--- src/rtl/core/ghp_pkg.sv ---
// Shared definitions for the generational handle pool.
// Holds operation codes, parameter defaults and the memory enable struct.
// No dependencies.
package ghp_pkg;

  // Parameter defaults
  localparam int MAX_SLOTS_DEF = 1024;
  localparam int GEN_BITS_DEF  = 16;

  // Operation codes carried on mode
  localparam logic [2:0] MODE_CREATE  = 3'd0;
  localparam logic [2:0] MODE_DESTROY = 3'd1;
  localparam logic [2:0] MODE_LOOKUP  = 3'd2;
  localparam logic [2:0] MODE_KILL    = 3'd3;
  localparam logic [2:0] MODE_CLEAR   = 3'd4;
  localparam logic [2:0] MODE_READ    = 3'd5;

  // Write and read enables of one memory port pair
  typedef struct packed {
    logic we;
    logic re;
  } ghp_mem_ctl_t;

endpackage

--- src/rtl/core/ghp_ram.sv ---
// Simple dual-port synchronous RAM: one write port, one registered read port.
// Depends on ghp_pkg for the enable struct.
module ghp_ram #(
  parameter int WIDTH = 8,
  parameter int DEPTH = 16
) (
  input  logic                      clk,
  input  ghp_pkg::ghp_mem_ctl_t     ctl,
  input  logic [$clog2(DEPTH)-1:0]  waddr,
  input  logic [WIDTH-1:0]          wdata,
  input  logic [$clog2(DEPTH)-1:0]  raddr,
  output logic [WIDTH-1:0]          rdata
);
  import ghp_pkg::*;

  logic [WIDTH-1:0] mem [DEPTH];

  // Write one word, read one word into the registered output
  always_ff @(posedge clk) begin
    if (ctl.we) begin
      mem[waddr] <= wdata;
    end
    if (ctl.re) begin
      rdata <= mem[raddr];
    end
  end

endmodule

--- config.mk ---
export PLATFORM = sky130hd
export DESIGN_NAME = ghp_ram
export DESIGN_NICKNAME = d
export VERILOG_FILES = /design/src/rtl/core/ghp_pkg.sv /design/src/rtl/core/ghp_ram.sv
export SDC_FILE = /design/constraint.sdc
export NUM_CORES = 1
export LEC_CHECK = 0
export ABC_AREA = 1
export BUFFER_PORTS_ARGS = -buffer_cell sky130_fd_sc_hd__buf_2
export CORE_UTILIZATION = 65
export CTS_CLUSTER_DIAMETER = 100
export CTS_CLUSTER_SIZE = 30
export DETAILED_ROUTE_END_ITERATION = 8
export PLACE_DENSITY = 0.84
export SLEW_MARGIN = 20
export SYNTH_ARGS = -nofsm -noshare
export SYNTH_HDL_FRONTEND = slang
export SYNTH_SLANG_ARGS = --single-unit
--- constraint.sdc ---
create_clock -name clk -period 3.64 [get_ports clk]
set_input_delay 0.728 -clock clk [delete_from_list [all_inputs] [get_ports clk]]
set_output_delay 0.728 -clock clk [all_outputs]
set_load 0.01 [all_outputs]
==> results.md, run 1 <==
- Clock Skews: 0.00656 ns
- Slew Viols, Final: 0
- Syn-to-layout area delta: 12.1%
- DR WL/cell: 19.0 um
- CTS sink count: 136
- Tcrit/Tclk final: 0.569
- Max_cap viols: 0
- Overall Global Routing Usage: 0.299
- Post-route minimum period: 2.07 ns
- CTS tree: built
- Core ar.: 8720 sq um
- H-tree Lvls: 4
- Finish-stage setup viols: 0
- # Post-CTS Setup Buffers: 0
- Cts repair resizes: 0
- Global-route wire length before repair: 20700 um
- Diodes inserted: 0
- Peak Freq: 483 MHz
- Number of warnings issued by yosys: 0
- Sequential element share of the synthesized area: 0.698
- Post-synthesis cell type count: 11
- Worst Reg-to-Reg Cells: 6
- Port bufs: 26
- Antenna violations before repair: 0
- Leak: 2.83 nW
- Total gr overflow: 0
- Worst-Margin Slew: 0.942 ns
- # IOs: 27
- Worst hold path type: in -> reg
- Vias: 4057
- Placed Cells: 662
- Syn Area/Cell: 10.6 sq um
- Hold Slack: 0.562 ns
- Drt pass-1 iters: 6
- Area leader, netlist: edfxtp_1
- Final Hold Viols: 0
- CTS Root Cell: clkbuf_8
- Power, Total: 0.00372 W
- Cell area after synthesis: 5850 sq um
- Chip height: 96.8 um
- Final HPWL from detailed placement: 7680 um
- Starting Density: 0.670
- CTS Buf Count: 17
- Chip width: 96.8 um
- Worst flop-to-flop path startpoint: mem[2][4]
- Power per cell area: 568 nW/um^2
- Register bit total from synthesis: 136
- Worst-path clk slew: 0.06 ns
- Slew Limit Headroom: 0.370
- Vias in the first global route: 3926
- Non-Filler Instances: 694
- Drt total wl: 13200 um
- CTS Buffer Depth: 2
- Drt drc: 0
- Worst hold path cell count: 1
- Gpl congestion: 0.848
- Place WS: 1.11 ns
- Crit path max fanout: 64
- RSZ-0062 raised after global routing: false
- WP data arrival: 2.34 ns
- Min-delay src: ctl[0]
- Layout Nets: 592
- Via density: 5.85
- Worst setup path category: in -> reg
- Core Rows: 34
- Die ar.: 9380 sq um
- CP Data Required Time: 3.91 ns
- R2r setup slk: 2.39 ns
- CTS Hold Bufs: 0
- DR iter-0 viols: 731
- Setup TNS: 0 ns
- Crit. End Element: register
- Share of layout cells above drive strength 1: 0.101
- Top cell type's share of synthesized area: 0.698
- Pin count of the biggest net entering global routing: 65
- Status: finished clean
- Peak VDD IR: 0.379 mV
- Terminus of the critical flop-to-flop path: rdata[4]
- Final WS setup: 1.57 ns
- Syn Nets: 570
- Clk_lat worst skew: 0.53 ns
- WHS Endpoint: rdata[3]
- Post-Synthesis Cells: 551
- Synth area leaders: edfxtp_1 70%, nand2_1 11%, nand3_1 8.3%, inv_1 6.4%, buf_6 1.2%
- CP Launch Type: input pin
- Post-DRT Antenna Nets: 0
-- logic make-up (layout without fill, tap and decap cells) --
logic type,after synthesis,count (layout),share of synthesized area
buf+inv,126,161,0.0939
simple gates,289,289,0.208
flops,136,136,0.698
-- worst max path at each step --
| stage | startpoint | to | slack (ns) | depth (start not counted) |
|---|---|---|---|---|
| after CTS | raddr[1] | rdata[4] | 1.61 | 6 |
| after global routing | raddr[0] | rdata[4] | 1.45 | 8 |
| after floorplan | waddr[2] | mem[10][0] | 1.96 | 2 |
| final | raddr[0] | rdata[4] | 1.57 | 8 |
| after global placement | raddr[1] | rdata[5] | 1.15 | 6 |
| after detailed placement | raddr[1] | rdata[2] | 1.11 | 6 |
-- worst max-delay path, stage by stage --
cell and delay (ns):
buf_2 0.10, clkinv_2 0.69, nand2_1 0.26, nand2_1 0.12
nand2_1 0.08, nand3_1 0.12, nand3_1 0.15, nand2_1 0.08
-- power by group --
group          total, W  switching (W)  internal (W)
combinational  0.000211       0.000157     0.0000539
clock           0.00174       0.000633       0.00110
sequential      0.00177     0.00000913       0.00176
total           0.00372       0.000799       0.00292
-- cell type report --
class | instances | area (sq um)
well taps | 108 | 135
clock inverters | 14 | 181
clock buffers | 18 | 418
multi-input cells | 289 | 1210
repair buffers | 27 | 138
inverters | 102 | 384
fillers | 520 | 2170
flip-flops and latches | 136 | 4080
-- state kept, by name, indices dropped and copies added, names as in the netlist --
| register | count |
|---|---|
| rdata | 8 |
| mem | 128 |
-- layer usage --
layer / vias up / global-route usage / routed length [um]
li1: 1825 / - / -
met5: - / 0 / 0
met2: 307 / 0.442 / 6230
met1: 1881 / 0.419 / 4990
met4: 0 / 0.111 / 420
met3: 44 / 0.0983 / 1520
-- Yosys cell counts (all sizes together) --
cell,n
nand3b,2
nand2,173
buf,24
edfxtp,136
inv,102
nand3,97
nor2,17
-- metrics by stage --
stage                     area (sq um)  utilization
after floorplan                   5850            -
after global placement            5950        0.683
after detailed placement          5950        0.683
after CTS                         6550        0.751
after global routing              6550        0.752
final                             6550        0.752
-- layout by cell type, fill, tap and decap left out --
cell          n
buf_2        26
buf_4         1
bufinv_16     4
clkbuf_1      1
clkbuf_16    16
clkbuf_8      1
clkinv_1      1
clkinv_2      6
clkinv_4      2
clkinvlp_4    2
edfxtp_1    136
inv_1       100
inv_2         1
nand2_1     173
nand3_1      97
nand3b_1      2
nor2_1       17
(Power assumes the default switching activity.)
==> run 2, diff against run 1 <==
ABC_AREA = 0   (was 1)
CORE_UTILIZATION = 60   (was 65)
PLACE_DENSITY = 0.78   (was 0.84)
clock period = 2.2 ns   (was 3.64 ns; I/O delays follow)
==> results.md, run 2 <==
- Drt drc: 0 (unchanged)
- Most flop-heavy register: mem
- Non-Filler Instances: 403 (-42%)
- Ys async rst share: 0 (unchanged)
- Post-synthesis cell type count: 18 (+7)
- Core ar.: 8340 sq um (-4.4%)
- Placed Cells: 372 (-44%)
- Syn Area/Cell: 22.8 sq um (+120%)
- Worst-Margin Slew: 0.399 ns (-0.543 ns)
- CTS Buffer Depth: 2 (unchanged)
- Most numerous cell in the Yosys netlist: edfxtp_1
- Crit path max fanout: 1 (-98%)
- # Post-CTS Setup Buffers: 0 (unchanged)
- DR iter-0 viols: 195 (-73%)
- Tcrit/Tclk final: 0.698
- Starting Density: 0.627 (-0.0437)
- Layout Nets: 305 (-48%)
- Antenna violations before repair: 0 (unchanged)
- CP Launch Type: register
- Vias in the first global route: 2535 (-35%)
- Slew Limit Headroom: 0.734 (+0.364)
- Vias: 2549 (-37%)
- Total gr overflow: 0 (unchanged)
- Top_reg_cell synth: edfxtp_1
- DR WL/cell: 24.5 um (+29%)
- Top cell type's share of synthesized area: 0.781 (+0.0828)
- Post-route minimum period: 1.53 ns
- Most common cell after layout, fill and taps aside: edfxtp_1
- Slew Viols, Final: 0 (unchanged)
- Status: finished clean
- Worst-path clk slew: 0.06 ns (about the same)
- CTS Root Cell: clkbuf_8
- Chip width: 95.3 um (-1.5%)
- Die ar.: 9090 sq um (-3.1%)
- Leak: 2.12 nW (-25%)
- CTS Buf Count: 17 (unchanged)
- # IOs: 27 (unchanged)
- Overall Global Routing Usage: 0.243 (-0.0559)
- RSZ-0062 raised after global routing: false
- WP data arrival: 1.78 ns (-0.56 ns)
- Pin count of the biggest net entering global routing: 18 (-72%)
- CTS tree: built
- Share of layout cells above drive strength 1: 0.326 (+0.225)
- CP Data Required Time: 2.45 ns (-1.46 ns)
- Finish-stage setup viols: 0 (unchanged)
- Max_cap viols: 0 (unchanged)
- Area leader, netlist: edfxtp_1
- Via density: 6.33 (+8.2%)
- Final HPWL from detailed placement: 5930 um (-23%)
- Port bufs: 26 (unchanged)
- Worst setup path category: reg -> reg
- CTS sink count: 136 (unchanged)
- Most frequent cells in the layout: 136 x edfxtp_1, 26 x buf_2, 20 x buf_4
- Register bit total from synthesis: 136 (unchanged)
- Chip height: 95.3 um (-1.5%)
- Cts repair resizes: 0 (unchanged)
- Synth area leaders: edfxtp_1 78%, mux4_2 7.8%, mux4_1 7.0%, a22oi_1 2.3%, nor2_1 0.93%
- Top cells by count, synth: 136 x edfxtp_1, 18 x mux4_2, 16 x a22oi_1, 14 x mux4_1, 13 x nor2_1
- Sequential element share of the synthesized area: 0.781 (+0.0828)
- Diodes inserted: 0 (unchanged)
- Gpl congestion: 0.718 (-15%)
- Crit. End Element: register
- R2r setup slk: 0.67 ns (-1.72 ns)
- Setup TNS: 0 ns (unchanged)
- Cell area after synthesis: 5230 sq um (-11%)
- Number of synthesized flops with an enable pin: 136 (unchanged)
- Final Hold Viols: 0 (unchanged)
- CTS Hold Bufs: 0 (unchanged)
- Post-DRT Antenna Nets: 0 (unchanged)
- Drt pass-1 iters: 4 (-2)
- Syn Nets: 248 (-56%)
- Global-route wire length before repair: 14600 um (-29%)
- Number of warnings issued by yosys: 0 (unchanged)
- Power per cell area: 974 nW/um^2 (+72%)
- Max reg flops: 128 (unchanged)
- Peak VDD IR: 0.870 mV (+130%)
- Biggest regs: mem (128), rdata (8)
- Peak Freq: 652 MHz
- Worst hold path type: in -> reg
- Clk_lat worst skew: 0.51 ns (-0.02 ns)
- Syn-to-layout area delta: 18.4%
- Core Rows: 33 (-2.9%)
- Clock Skews: 0.00478 ns (-0.00178 ns)
- Drt total wl: 9890 um (-25%)
- Post-Synthesis Cells: 229 (-58%)
- H-tree Lvls: 4 (unchanged)
run 2: metrics by stage:
step	util	power, W	area [sq um]	setup slack (ns)	hold WS [ns]
4_1_cts	0.742	0.00607	6190	0.662	0.276
3_5_place_dp	0.671	0.00326	5590	0.173	0.751
5_1_grt	0.742	0.00620	6190	0.630	0.268
3_3_place_gp	0.671	0.00325	5590	0.230	0.732
2_1_floorplan	-	0.00314	5230	0.267	0.539
6_report	0.742	0.00603	6190	0.665	0.305
run 2: report_power, final:
group / switching, W / internal (W) / leakage, nW / total, W
registers: 0.0000178 / 0.00292 / 1.24 / 0.00294
logic: 0.000154 / 0.000118 / 0.598 / 0.000272
clock network: 0.000996 / 0.00183 / 0.286 / 0.00282
total: 0.00117 / 0.00486 / 2.12 / 0.00603
run 2: area by class of cell:
type,count,area (sq um)
flip-flops and latches,136,4080
fillers,463,2150
multi-input cells,83,1060
clock buffers,18,418
repair buffers,48,320
clock inverters,13,180
well taps,105,131
run 2: routing by layer:
metal  share of wire  global-route usage  routed length [um]  up-vias
met1            0.40               0.334                3960     1306
met2            0.50               0.372                4960      131
met5               0                   0                   0        -
met3           0.082              0.0694                 814       14
met4           0.016              0.0997                 157        0
li1                -                   -                   -     1098
run 2: path summary, 6_finish.rpt:
path / startpoint / end / cells past startpoint
worst max-delay path: mem[10][4] / rdata[4] / 3
worst max register to register: mem[10][4] / rdata[4] / 3
worst min-delay path: ctl[0] / rdata[7] / 1
worst min register to register: mem[14][7] / rdata[7] / 3
run 2: cell families (layout without fill, tap and decap cells):
family / after synthesis / in the layout / synth area share
buffers and inverters: 10 / 79 / 0.0165
AOI/OAI and AO/OA: 16 / 16 / 0.0230
DFF: 136 / 136 / 0.781
and+or+nand+nor: 35 / 35 / 0.0314
muxes: 32 / 32 / 0.148
run 2: critical path, cell delays in order (launching register included):
cell and delay, ns:
edfxtp_1 0.38, mux4_1 0.51, a22oi_1 0.29, nand2_1 0.10
