===== src/rtl/core/ghp_pkg.sv =====
// Shared definitions for the generational handle pool.
// Holds operation codes, parameter defaults and the memory enable struct.
// No dependencies.
package ghp_pkg;

  // Parameter defaults
  localparam int MAX_SLOTS_DEF = 1024;
  localparam int GEN_BITS_DEF  = 16;

  // Operation codes carried on mode
  localparam logic [2:0] MODE_CREATE  = 3'd0;
  localparam logic [2:0] MODE_DESTROY = 3'd1;
  localparam logic [2:0] MODE_LOOKUP  = 3'd2;
  localparam logic [2:0] MODE_KILL    = 3'd3;
  localparam logic [2:0] MODE_CLEAR   = 3'd4;
  localparam logic [2:0] MODE_READ    = 3'd5;

  // Write and read enables of one memory port pair
  typedef struct packed {
    logic we;
    logic re;
  } ghp_mem_ctl_t;

endpackage


===== src/rtl/core/ghp_seq.sv =====
// Operation sequencer of the handle pool: counters, read-modify-write steps
// on the slot memory and the list memory, and the registered result beat.
// Depends on ghp_pkg; drives two ghp_ram instances in the top level.
module ghp_seq #(
  parameter int MAX_SLOTS = ghp_pkg::MAX_SLOTS_DEF,
  parameter int GEN_BITS  = ghp_pkg::GEN_BITS_DEF,
  localparam int SLOT_W   = $clog2(MAX_SLOTS),
  localparam int ID_W     = $clog2(MAX_SLOTS + 1),
  localparam int SW       = 1 + GEN_BITS + SLOT_W
) (
  input  logic                  clk,
  input  logic                  rst,
  input  logic                  start,
  output logic                  busy,
  input  logic [2:0]            mode,
  input  logic [ID_W-1:0]       handle_id,
  input  logic [GEN_BITS-1:0]   handle_gen,
  input  logic [SLOT_W-1:0]     slot_index,
  input  logic [SLOT_W-1:0]     list_position,
  input  logic [ID_W-1:0]       max_units,
  output ghp_pkg::ghp_mem_ctl_t s_ctl,
  output logic [SLOT_W-1:0]     s_waddr,
  output logic [SW-1:0]         s_wdata,
  output logic [SLOT_W-1:0]     s_raddr,
  input  logic [SW-1:0]         s_rdata,
  output ghp_pkg::ghp_mem_ctl_t l_ctl,
  output logic [SLOT_W-1:0]     l_waddr,
  output logic [SLOT_W-1:0]     l_wdata,
  output logic [SLOT_W-1:0]     l_raddr,
  input  logic [SLOT_W-1:0]     l_rdata,
  output logic                  done,
  output logic                  ok,
  output logic [ID_W-1:0]       out_id,
  output logic [GEN_BITS-1:0]   out_gen,
  output logic [ID_W-1:0]       live_count
);
  import ghp_pkg::*;

  localparam logic [ID_W-1:0] MAX_ID = ID_W'(MAX_SLOTS);

  localparam logic [3:0] ST_IDLE   = 4'd0;
  localparam logic [3:0] ST_POP    = 4'd1;
  localparam logic [3:0] ST_CREATE = 4'd2;
  localparam logic [3:0] ST_FETCH  = 4'd3;
  localparam logic [3:0] ST_RDGEN  = 4'd4;
  localparam logic [3:0] ST_CHECK  = 4'd5;
  localparam logic [3:0] ST_LAST   = 4'd6;
  localparam logic [3:0] ST_MOVE   = 4'd7;
  localparam logic [3:0] ST_FREE   = 4'd8;
  localparam logic [3:0] ST_SWEEP  = 4'd9;

  // Control registers
  logic [3:0]          state, state_next;
  logic [ID_W-1:0]     sa, sa_next;       // slots ever allocated
  logic [ID_W-1:0]     ft, ft_next;       // free stack depth
  logic [ID_W-1:0]     ac, ac_next;       // active list length
  logic [ID_W-1:0]     cnt, cnt_next;     // clear sweep read pointer
  logic                done_next;

  // Payload registers of the item at work
  logic [2:0]          op, op_next;
  logic [GEN_BITS-1:0] hgen, hgen_next;
  logic [SLOT_W-1:0]   slot, slot_next;
  logic [SLOT_W-1:0]   pos, pos_next;
  logic [GEN_BITS-1:0] gen, gen_next;
  logic [SLOT_W-1:0]   last, last_next;
  logic                ok_next;
  logic [ID_W-1:0]     out_id_next;
  logic [GEN_BITS-1:0] out_gen_next;
  logic [ID_W-1:0]     live_count_next;

  // Fields of the slot word read back from memory
  logic                rd_occ;
  logic [GEN_BITS-1:0] rd_gen;
  logic [SLOT_W-1:0]   rd_pos;
  logic [ID_W-1:0]     hid_slot;
  logic [ID_W-1:0]     wi;
  logic                valid;

  assign rd_occ   = s_rdata[SW-1];
  assign rd_gen   = s_rdata[SLOT_W +: GEN_BITS];
  assign rd_pos   = s_rdata[SLOT_W-1:0];
  assign hid_slot = handle_id - 1'b1;
  assign wi       = cnt - 1'b1;
  assign valid    = rd_occ && ((op == MODE_KILL) || (rd_gen == hgen));
  assign busy     = (state != ST_IDLE);

  // Advance a generation, skipping zero on wrap
  function automatic logic [GEN_BITS-1:0] next_gen(input logic [GEN_BITS-1:0] g);
    logic [GEN_BITS-1:0] n;
    n = g + 1'b1;
    return (n == '0) ? GEN_BITS'(1) : n;
  endfunction

  // Step logic: memory requests, counter updates and result beat
  always_comb begin
    state_next   = state;
    sa_next      = sa;
    ft_next      = ft;
    ac_next      = ac;
    cnt_next     = cnt;
    op_next      = op;
    hgen_next    = hgen;
    slot_next    = slot;
    pos_next     = pos;
    gen_next     = gen;
    last_next    = last;
    done_next    = 1'b0;
    ok_next      = ok;
    out_id_next  = out_id;
    out_gen_next = out_gen;
    s_ctl        = '0;
    s_waddr      = '0;
    s_wdata      = '0;
    s_raddr      = '0;
    l_ctl        = '0;
    l_waddr      = '0;
    l_wdata      = '0;
    l_raddr      = '0;

    case (state)
      ST_IDLE: begin
        if (start) begin
          op_next   = mode;
          hgen_next = handle_gen;
          case (mode)
            MODE_CREATE: begin
              if (ft != '0) begin
                // pop the free stack, which grows down from the top of the list
                l_ctl.re   = 1'b1;
                l_raddr    = SLOT_W'(MAX_ID - ft);
                state_next = ST_POP;
              end else if ((sa < max_units) && (sa < MAX_ID)) begin
                // take a fresh slot
                s_ctl.we     = 1'b1;
                s_waddr      = SLOT_W'(sa);
                s_wdata      = {1'b1, GEN_BITS'(1), SLOT_W'(ac)};
                l_ctl.we     = 1'b1;
                l_waddr      = SLOT_W'(ac);
                l_wdata      = SLOT_W'(sa);
                ac_next      = ac + 1'b1;
                sa_next      = sa + 1'b1;
                done_next    = 1'b1;
                ok_next      = 1'b1;
                out_id_next  = sa + 1'b1;
                out_gen_next = GEN_BITS'(1);
              end else begin
                done_next    = 1'b1;
                ok_next      = 1'b0;
                out_id_next  = '0;
                out_gen_next = '0;
              end
            end
            MODE_DESTROY, MODE_LOOKUP: begin
              if ((handle_id != '0) && (hid_slot < sa)) begin
                s_ctl.re   = 1'b1;
                s_raddr    = SLOT_W'(hid_slot);
                slot_next  = SLOT_W'(hid_slot);
                state_next = ST_CHECK;
              end else begin
                done_next    = 1'b1;
                ok_next      = 1'b0;
                out_id_next  = '0;
                out_gen_next = '0;
              end
            end
            MODE_KILL: begin
              if (ID_W'(slot_index) < sa) begin
                s_ctl.re   = 1'b1;
                s_raddr    = slot_index;
                slot_next  = slot_index;
                state_next = ST_CHECK;
              end else begin
                done_next    = 1'b1;
                ok_next      = 1'b0;
                out_id_next  = '0;
                out_gen_next = '0;
              end
            end
            MODE_CLEAR: begin
              ac_next = '0;
              ft_next = '0;
              if (sa == '0) begin
                done_next    = 1'b1;
                ok_next      = 1'b1;
                out_id_next  = '0;
                out_gen_next = '0;
              end else begin
                s_ctl.re   = 1'b1;
                s_raddr    = '0;
                cnt_next   = ID_W'(1);
                state_next = ST_SWEEP;
              end
            end
            MODE_READ: begin
              if (ID_W'(list_position) < ac) begin
                l_ctl.re   = 1'b1;
                l_raddr    = list_position;
                state_next = ST_FETCH;
              end else begin
                done_next    = 1'b1;
                ok_next      = 1'b0;
                out_id_next  = '0;
                out_gen_next = '0;
              end
            end
            default: begin
              done_next    = 1'b1;
              ok_next      = 1'b0;
              out_id_next  = '0;
              out_gen_next = '0;
            end
          endcase
        end
      end

      // Popped slot is known: fetch its word
      ST_POP: begin
        slot_next  = l_rdata;
        s_ctl.re   = 1'b1;
        s_raddr    = l_rdata;
        ft_next    = ft - 1'b1;
        state_next = ST_CREATE;
      end

      // Mark the popped slot live and append it to the active list, unless it is occupied
      ST_CREATE: begin
        done_next  = 1'b1;
        state_next = ST_IDLE;
        if (!rd_occ) begin
          s_ctl.we     = 1'b1;
          s_waddr      = slot;
          s_wdata      = {1'b1, rd_gen, SLOT_W'(ac)};
          l_ctl.we     = 1'b1;
          l_waddr      = SLOT_W'(ac);
          l_wdata      = slot;
          ac_next      = ac + 1'b1;
          ok_next      = 1'b1;
          out_id_next  = ID_W'(slot) + 1'b1;
          out_gen_next = rd_gen;
        end else begin
          ok_next      = 1'b0;
          out_id_next  = '0;
          out_gen_next = '0;
        end
      end

      // Active list entry is known: fetch the slot word for its generation
      ST_FETCH: begin
        slot_next  = l_rdata;
        s_ctl.re   = 1'b1;
        s_raddr    = l_rdata;
        state_next = ST_RDGEN;
      end

      ST_RDGEN: begin
        done_next    = 1'b1;
        ok_next      = 1'b1;
        out_id_next  = ID_W'(slot) + 1'b1;
        out_gen_next = rd_gen;
        state_next   = ST_IDLE;
      end

      // Validate the handle or slot; a lookup ends here, else start the release
      ST_CHECK: begin
        gen_next = rd_gen;
        pos_next = rd_pos;
        if (!valid) begin
          done_next    = 1'b1;
          ok_next      = 1'b0;
          out_id_next  = '0;
          out_gen_next = '0;
          state_next   = ST_IDLE;
        end else if (op == MODE_LOOKUP) begin
          done_next    = 1'b1;
          ok_next      = 1'b1;
          out_id_next  = '0;
          out_gen_next = '0;
          state_next   = ST_IDLE;
        end else if ((ac != '0) && (ID_W'(rd_pos) < ac)) begin
          l_ctl.re   = 1'b1;
          l_raddr    = SLOT_W'(ac - 1'b1);
          state_next = ST_LAST;
        end else begin
          state_next = ST_FREE;
        end
      end

      // Move the last active entry into the hole
      ST_LAST: begin
        last_next  = l_rdata;
        l_ctl.we   = 1'b1;
        l_waddr    = pos;
        l_wdata    = l_rdata;
        s_ctl.re   = 1'b1;
        s_raddr    = l_rdata;
        state_next = ST_MOVE;
      end

      // Update the moved slot's list position and shrink the list
      ST_MOVE: begin
        if (last != slot) begin
          s_ctl.we = 1'b1;
          s_waddr  = last;
          s_wdata  = {rd_occ, rd_gen, pos};
        end
        ac_next    = ac - 1'b1;
        state_next = ST_FREE;
      end

      // Free the slot, advance its generation, push it on the free stack if it has room
      ST_FREE: begin
        s_ctl.we = 1'b1;
        s_waddr  = slot;
        s_wdata  = {1'b0, next_gen(gen), pos};
        if (ft < MAX_ID) begin
          l_ctl.we = 1'b1;
          l_waddr  = SLOT_W'(MAX_ID - ft - 1'b1);
          l_wdata  = slot;
          ft_next  = ft + 1'b1;
        end
        done_next = 1'b1;
        ok_next   = 1'b1;
        if (op == MODE_KILL) begin
          out_id_next  = ID_W'(slot) + 1'b1;
          out_gen_next = gen;
        end else begin
          out_id_next  = '0;
          out_gen_next = '0;
        end
        state_next = ST_IDLE;
      end

      // Clear: free one allocated slot per cycle in ascending order
      ST_SWEEP: begin
        s_ctl.we = 1'b1;
        s_waddr  = SLOT_W'(wi);
        s_wdata  = {1'b0, next_gen(rd_gen), SLOT_W'(0)};
        l_ctl.we = 1'b1;
        l_waddr  = SLOT_W'(MAX_ID - cnt);
        l_wdata  = SLOT_W'(wi);
        if (cnt < sa) begin
          s_ctl.re = 1'b1;
          s_raddr  = SLOT_W'(cnt);
          cnt_next = cnt + 1'b1;
        end else begin
          ft_next      = sa;
          done_next    = 1'b1;
          ok_next      = 1'b1;
          out_id_next  = '0;
          out_gen_next = '0;
          state_next   = ST_IDLE;
        end
      end

      default: begin
        state_next = ST_IDLE;
      end
    endcase

    live_count_next = done_next ? ac_next : live_count;
  end

  // Hold control state under reset
  always_ff @(posedge clk) begin
    if (rst) begin
      state <= ST_IDLE;
      sa    <= '0;
      ft    <= '0;
      ac    <= '0;
      cnt   <= '0;
      done  <= 1'b0;
    end else begin
      state <= state_next;
      sa    <= sa_next;
      ft    <= ft_next;
      ac    <= ac_next;
      cnt   <= cnt_next;
      done  <= done_next;
    end
  end

  // Payload registers
  always_ff @(posedge clk) begin
    op         <= op_next;
    hgen       <= hgen_next;
    slot       <= slot_next;
    pos        <= pos_next;
    gen        <= gen_next;
    last       <= last_next;
    ok         <= ok_next;
    out_id     <= out_id_next;
    out_gen    <= out_gen_next;
    live_count <= live_count_next;
  end

endmodule

===== config.mk =====
export PLATFORM = sky130hd
export DESIGN_NAME = ghp_seq
export DESIGN_NICKNAME = d
export VERILOG_FILES = /design/src/rtl/core/ghp_pkg.sv /design/src/rtl/core/ghp_seq.sv
export SDC_FILE = /design/constraint.sdc
export NUM_CORES = 1
export LEC_CHECK = 0
export BUFFER_PORTS_ARGS = -buffer_cell sky130_fd_sc_hd__buf_2
export CORE_UTILIZATION = 52
export DETAILED_ROUTE_END_ITERATION = 10
export PLACE_DENSITY = 0.9
export SLEW_MARGIN = 20
export SYNTH_ARGS = -nofsm -noshare
export SYNTH_HDL_FRONTEND = slang
export SYNTH_SLANG_ARGS = --single-unit

===== constraint.sdc =====
create_clock -name clk -period 3.8 [get_ports clk]
set_input_delay 0.19 -clock clk [delete_from_list [all_inputs] [get_ports clk]]
set_output_delay 0.19 -clock clk [all_outputs]
set_load 0.01 [all_outputs]

==> run metrics, run 1 <==
status complete, no violations; unrepaired setup endpoints after global routing no; top_reg_cell synth edfxtp_1; Multi-input gate area roughly 7600 um2; CTS tree done; Max Freq between 0.2 and 0.3 GHz; final worst path period share 0.967; pwr/cell area between 300 and 400 nW/um2; global-route wire length before repair 67100 um; All-Layer GR Usage 0.359; syn_area_per_cell just under 9 um2; Register Area 4100 um2; final setup fails 0; min Tclk post-route about 3.7 ns; core region area around 23000 um2; area of the mapped netlist between 10000 and 15000 um2; Rows between 50 and 60; library cells used by synthesis 87; Rel. slew slack 0.476; number of clock sinks ~150; Starting Density 0.528; count of flip-flops with a built-in enable after synthesis between 100 and 150; Seq/Total Area, Yosys 0.332; ANT nets after route 0; Final WS setup approximately 0.13 ns; largest net degree at the start of global routing 35; IO buf count between 200 and 250; Pins Over Slew Limit 0; H-tree depth 4; clock latency on the worst-skew pair approximately 0.45 ns; CP Max Fanout 12; number of vias per cell 6.63; grt ovf 0; initial antenna violation count 0; Clk pin slew, worst setup/hold paths ~0.07 ns; Synth Instances 1429; Max Cap Viol 0; io pins between 200 and 250; n_diodes 0; area grow syn2layout 19.5%; DRT Wirelength 44200 um; layout cells sized above 1 0.206; worst setup path category reg2out; CTS Root Cell clkbuf_16; CP arrival between 3 and 4 ns; number of synthesized register bits roughly 150; DPL Wire Length around 33000 um; Post-synth ARST share 0; CP required approximately 3.6 ns; clock skew 0.0182 ns; hold crit path type in2reg; Die ar. between 20000 and 25000 um2; CP Launch Type register; FILL cells roughly 2000; Die Height 156 um; Leak Pwr between 6 and 7 nW; Crit. End Element primary output; number of global-route vias before repair 12200; placed insts 1926; Iter 0 DRT Violations about 2100; total CTS buffers 17; Yosys warnings 0; Synthesized Nets 1613; Clock Path Buffers 2; Chip Width about 160 um; via count 13200; routability cong. between 1 and 1.5; pre-CTS WS -0.0726 ns; DRT Pass-1 Iters 9; VDD IR max between 200 and 300 uV; worst-margin pin slew 0.786 ns; WL/cell approximately 22 um; Final Net Count ~1800; drt drc 0; Fin. Hold Viols 0; fin cells between 1500 and 2000
## final timing paths
check | to | from | slack, ns | cells past startpoint
max reg2reg | live_count[5]$_DFFE_PP_ | ft[1]$_SDFFE_PP0P_ | 0.31 | 8
min | last[3]$_DFFE_PN_ | l_rdata[3] | 0.01 | 1
max | l_raddr[4] | ac[9]$_SDFF_PP0_ | 0.13 | 9
min reg2reg | sa[1]$_SDFFE_PP0P_ | sa[1]$_SDFFE_PP0P_ | 0.55 | 2
## stage by stage
stage / hold WS [ns] / utilization / power (W) / setup TNS (ns) / cell area (um2)
CTS: 0.00237 / 0.631 / 0.00504 / 0 / 14800
floorplan: 0.289 / - / 0.00290 / 0 / 12400
detailed placement: 0.368 / 0.594 / 0.00338 / -1.43 / 13900
global route: 0.0117 / 0.632 / 0.00526 / 0 / 14800
finish: 0.0127 / 0.632 / 0.00510 / 0 / 14800
global placement: 0.368 / 0.594 / 0.00335 / 0 / 13900
## critical path, cell delays in order (launching register included)
cell	delay (ns)
dfxtp_1	0.57
inv_1	0.17
ha_1	0.32
a21oi_1	0.17
nand2_1	0.07
o41ai_1	0.56
buf_4	0.22
and3_1	0.53
a221o_1	0.28
buf_2	0.14
## state kept, by name, summed over array words and instances (netlist names), 11 cells and up
register    count
ac             11
cnt            11
ft             11
gen            16
hgen           16
live_count     11
out_gen        16
out_id         11
sa             11
## power by group
part | total, W | switching, W | leakage, nW | internal (W)
clock | 0.00166 | 0.000732 | 0.283 | 0.000933
sequential | 0.00202 | 0.000102 | 1.38 | 0.00192
combinational | 0.00142 | 0.000861 | 4.50 | 0.000555
## cell families (layout without fill, tap and decap cells)
group,Yosys count,after routing,share of synthesized area
AOI/OAI and AO/OA,395,395,0.229
xor gates and xnor gates,122,122,0.0864
adders and majority gates,83,83,0.0846
buffers and inverters,161,404,0.0512
DFF,153,153,0.332
muxes,11,11,0.00890
and+or+nand+nor,504,504,0.208
## cells in the final DEF (no fill, tap or decap), types with 30 or more instances in the layout
cell type      count
nor2_1           114
nor4_1            30
ha_1              82
dfxtp_1           49
edfxtp_1         104
dlygate4sd3_1     30
buf_4             57
o21ai_0           73
nor3_1            32
inv_1             63
nand3_1           70
a221o_1           38
xnor2_1           65
buf_2            222
xor2_1            57
a21oi_1           71
a22oi_1           43
nand2_1          114
## area by class of cell
cell class / count / share of cell area
multi-input cells: 1115 / 0.517
flip-flops and latches: 153 / 0.278
repair buffers: 309 / 0.124
clock buffers: 23 / 0.0339
well taps: 319 / 0.0270
inverters: 63 / 0.0160
clock inverters: 9 / 0.00406
## layer usage
| metal | vias to the layer above | track usage | wire [um] |
|---|---|---|---|
| met4 | 0 | 0.211 | 2660 |
| met2 | 1010 | 0.554 | 19700 |
| met1 | 6097 | 0.461 | 16300 |
| met3 | 239 | 0.0800 | 5520 |
| met5 | - | 0 | 0 |
| li1 | 5854 | - | - |
## cells in the mapped netlist (all sizes together), types with 5 or more instances
cell,n,area (um2)
nor3b,6,55.1
nand4,19,134
clkbuf,78,294
ha,82,1030
xnor2,65,569
a22o,18,158
and4,6,52.6
nor2,117,442
or2,8,50.1
a31oi,11,75.1
nor3,34,180
o31a,7,61.3
o21ai,77,385
mux2i,11,110
edfxtp,104,3120
o2111ai,5,50.0
nor4,33,228
a21o,14,106
a211oi,21,163
a221o,38,380
inv,63,236
nand2b,7,43.8
buf,20,103
a221oi,8,70.1
o22ai,15,93.8
xor2,57,499
o311ai,6,52.6
nor2b,5,31.3
o211ai,8,60.1
or3,20,125
nand3b,7,52.6
o41ai,5,58.8
o21a,7,52.6
nand2,114,428
nand3,71,360
dfxtp,49,981
and3,29,183
and2,16,100
a22oi,43,323
a21oi,71,355
## what timing repair did
item / 4_1_cts / 5_1_grt
endpoints found under the setup margin: 0 / 31
endpoints found under the hold margin: 30 / 0
gates resized for setup: 0 / 3
hold buffers: 30 / 0
setup buffers: 0 / 3
Note: power is estimated with default switching activity, not from simulation.
==> inputs of run 2 (changes only) <==
==> constraint.sdc (replaced) <==
create_clock -name clk -period 3.8 [get_ports clk]
set_input_delay 0.19 -clock clk [delete_from_list [all_inputs] [get_ports clk]]
set_output_delay 0.19 -clock clk [all_outputs]
set_load 0.05 [all_outputs]
==> run 2 against run 1 <==
Against the previous run: clock skew shrank 0.011 ns; routed wire length up 1.8%; setup slack improved by 0.0035 ns; flip-flop and latch count is the same; critical path type is now in2out; power is 6.7% higher; non-clock buffer count increased by 1; count of clock-buffer cells in the layout is 6 lower; register-to-register slack improved by 0.14 ns.
==> run metrics, run 2 (synthesis gave the netlist of run 1 again) <==
status complete, no violations; via count 13300 (+0.88%); global-route wire length before repair 68200 um (+1.6%); Die Height 156 um (unchanged); routability cong. 1.03 (+1.5%); Die ar. 24400 um2 (unchanged); WL/cell 22.6 um (+1.7%); met3 Track Usage GR 0.0839 (+0.00388); Rows 56 (unchanged); reg-to-reg endpoint live_count[4]$_DFFE_PP_; All-Layer GR Usage 0.365 (+0.00553); clock latency on the worst-skew pair 0.45 ns (about the same); GR Util met1 0.469 (+0.00811); most frequent cells in the layout 222 x buf_2, 115 x nor2_1, 114 x nand2_1; placed instance area 13900 um2 (+0.13%); Rel. slew slack 0.346 (-0.130); min Tclk post-route 3.67 ns (-0.00352 ns); CP Launch Type input pin; number of clock sinks 153 (unchanged); io pins 223 (unchanged); final worst path period share 0.966 (about the same); final instance area 14900 um2 (+0.69%); M2 GR Usage 0.571 (+0.0168); area grow syn2layout 20.4%; CP Max Fanout 11 (-1); number of vias per cell 6.68 (+0.83%); total CTS buffers 17 (unchanged); FILL cells 2035 (+3.7%); unrepaired setup endpoints after global routing yes; DRT Pass-1 Iters 7 (-2); hold crit path type in2reg; Max Cap Viol 0 (unchanged); CTS Root Cell clkbuf_16; GRT busiest layer met2; largest registers gen: 16 flops, hgen: 16 flops, out_gen: 16 flops; n_diodes 0 (unchanged); worst-margin pin slew 0.977 ns (+0.191 ns); worst setup path category in2out; Clock Path Buffers 2 (unchanged); largest net degree at the start of global routing 33 (-5.7%); Pins Over Slew Limit 0 (unchanged); initial antenna violation count 0 (unchanged); layout cells sized above 1 0.206 (about the same); Max Freq 0.272 GHz (about the same); number of global-route vias before repair 12500 (+2.5%); Crit. End Element primary output; Critical Path Source handle_id[0]; IO buf count 222 (unchanged); Hold Startpoint l_rdata[0]; CP arrival 3.48 ns (about the same); critical path capture point s_raddr[2]; Setup Buffers After CTS 0 (unchanged); drt drc 0 (unchanged); grt ovf 0 (unchanged); DRT Wirelength 45000 um (+1.8%); H-tree depth 4 (unchanged); Final WS setup 0.130 ns (+0.00351 ns); clock skew 0.00718 ns (-0.0110 ns); worst reg-to-reg path cell count 9 (+1); r2r setup slk 0.45 ns (+0.14 ns); VDD IR max 312 uV (+22%); setup TNS 0 ns (unchanged); final setup fails 0 (unchanged); pre-CTS WS -0.108 ns (-0.0358 ns); Clk pin slew, worst setup/hold paths 0.07 ns (about the same); core region area 23400 um2 (unchanged); DPL Wire Length 33500 um (+0.81%); ANT nets after route 0 (unchanged); Iter 0 DRT Violations 1887 (-9.3%); CTS tree done; Reg2Reg Launch Point sa[2]$_SDFFE_PP0P_; Fin. Hold Viols 0 (unchanged); Starting Density 0.528 (unchanged); CP required 3.61 ns (about the same); Final Net Count 1844 (+0.054%); leading cell type in the layout, fill and taps excluded buf_2; Leak Pwr 6.18 nW (+0.24%); pwr/cell area 366 nW/um2 (+5.9%); Chip Width 156 um (unchanged)
run 2: timing repair:
item	4_1_cts	5_1_grt
resized for setup	1	6
endpoints found under the setup margin	1	46
hold endpoints to repair	35	0
hold buffers	35	0
run 2: worst max-delay path: stages:
cell and delay (ns):
buf_2 0.10, buf_4 0.14, nor3_1 0.27, nand2_1 0.14
nor3_1 0.20, xor2_1 0.27, ha_1 0.31, a21o_1 0.17
a221oi_1 0.24, o311ai_0 0.18, a31oi_1 0.23, and2_2 0.32
a22oi_1 0.14, o21ai_0 0.25, buf_2 0.32
run 2: layer usage:
layer,vias to the layer above,share of wire
li1,5857,-
met1,6103,0.38
met2,1131,0.44
met3,225,0.13
met4,0,0.052
met5,-,0
run 2: power breakdown:
| group | switching (W) | internal, W |
|---|---|---|
| clock | 0.000867 | 0.000888 |
| sequential | 0.000108 | 0.00192 |
| combinational | 0.00110 | 0.000562 |
run 2: how the worst min path moves through the flow:
stage | end | slack [ns] | cells after the start
2_1_floorplan | gen[0]$_DFFE_PP_ | 0.29 | 0
3_3_place_gp | hgen[12]$_DFFE_PP_ | 0.37 | 1
3_5_place_dp | hgen[4]$_DFFE_PP_ | 0.37 | 1
4_1_cts | last[0]$_DFFE_PN_ | 0.0003 | 1
5_1_grt | last[0]$_DFFE_PN_ | 0.008 | 1
6_report | last[0]$_DFFE_PN_ | 0.03 | 1
run 2: cell type report:
class / count / area, um2 / share of cell area
clock inverter: 15 / 175 / 0.0118
clock buffer: 17 / 425 / 0.0286
timing repair buffer: 310 / 1880 / 0.127
inverter: 63 / 236 / 0.0159
sequential: 153 / 4100 / 0.276
multi-input combinational: 1115 / 7660 / 0.515
tap: 319 / 399 / 0.0268
run 2: through the flow:
step           cells   util  hold WS [ns]  total power [W]
3_5_place_dp    1925  0.594         0.368          0.00364
4_1_cts         1992  0.635      0.000274          0.00539
6_report        1992  0.636        0.0331          0.00544
2_1_floorplan   1429      -         0.289          0.00318
5_1_grt         1992  0.636       0.00788          0.00561
3_3_place_gp    1925  0.594         0.367          0.00361
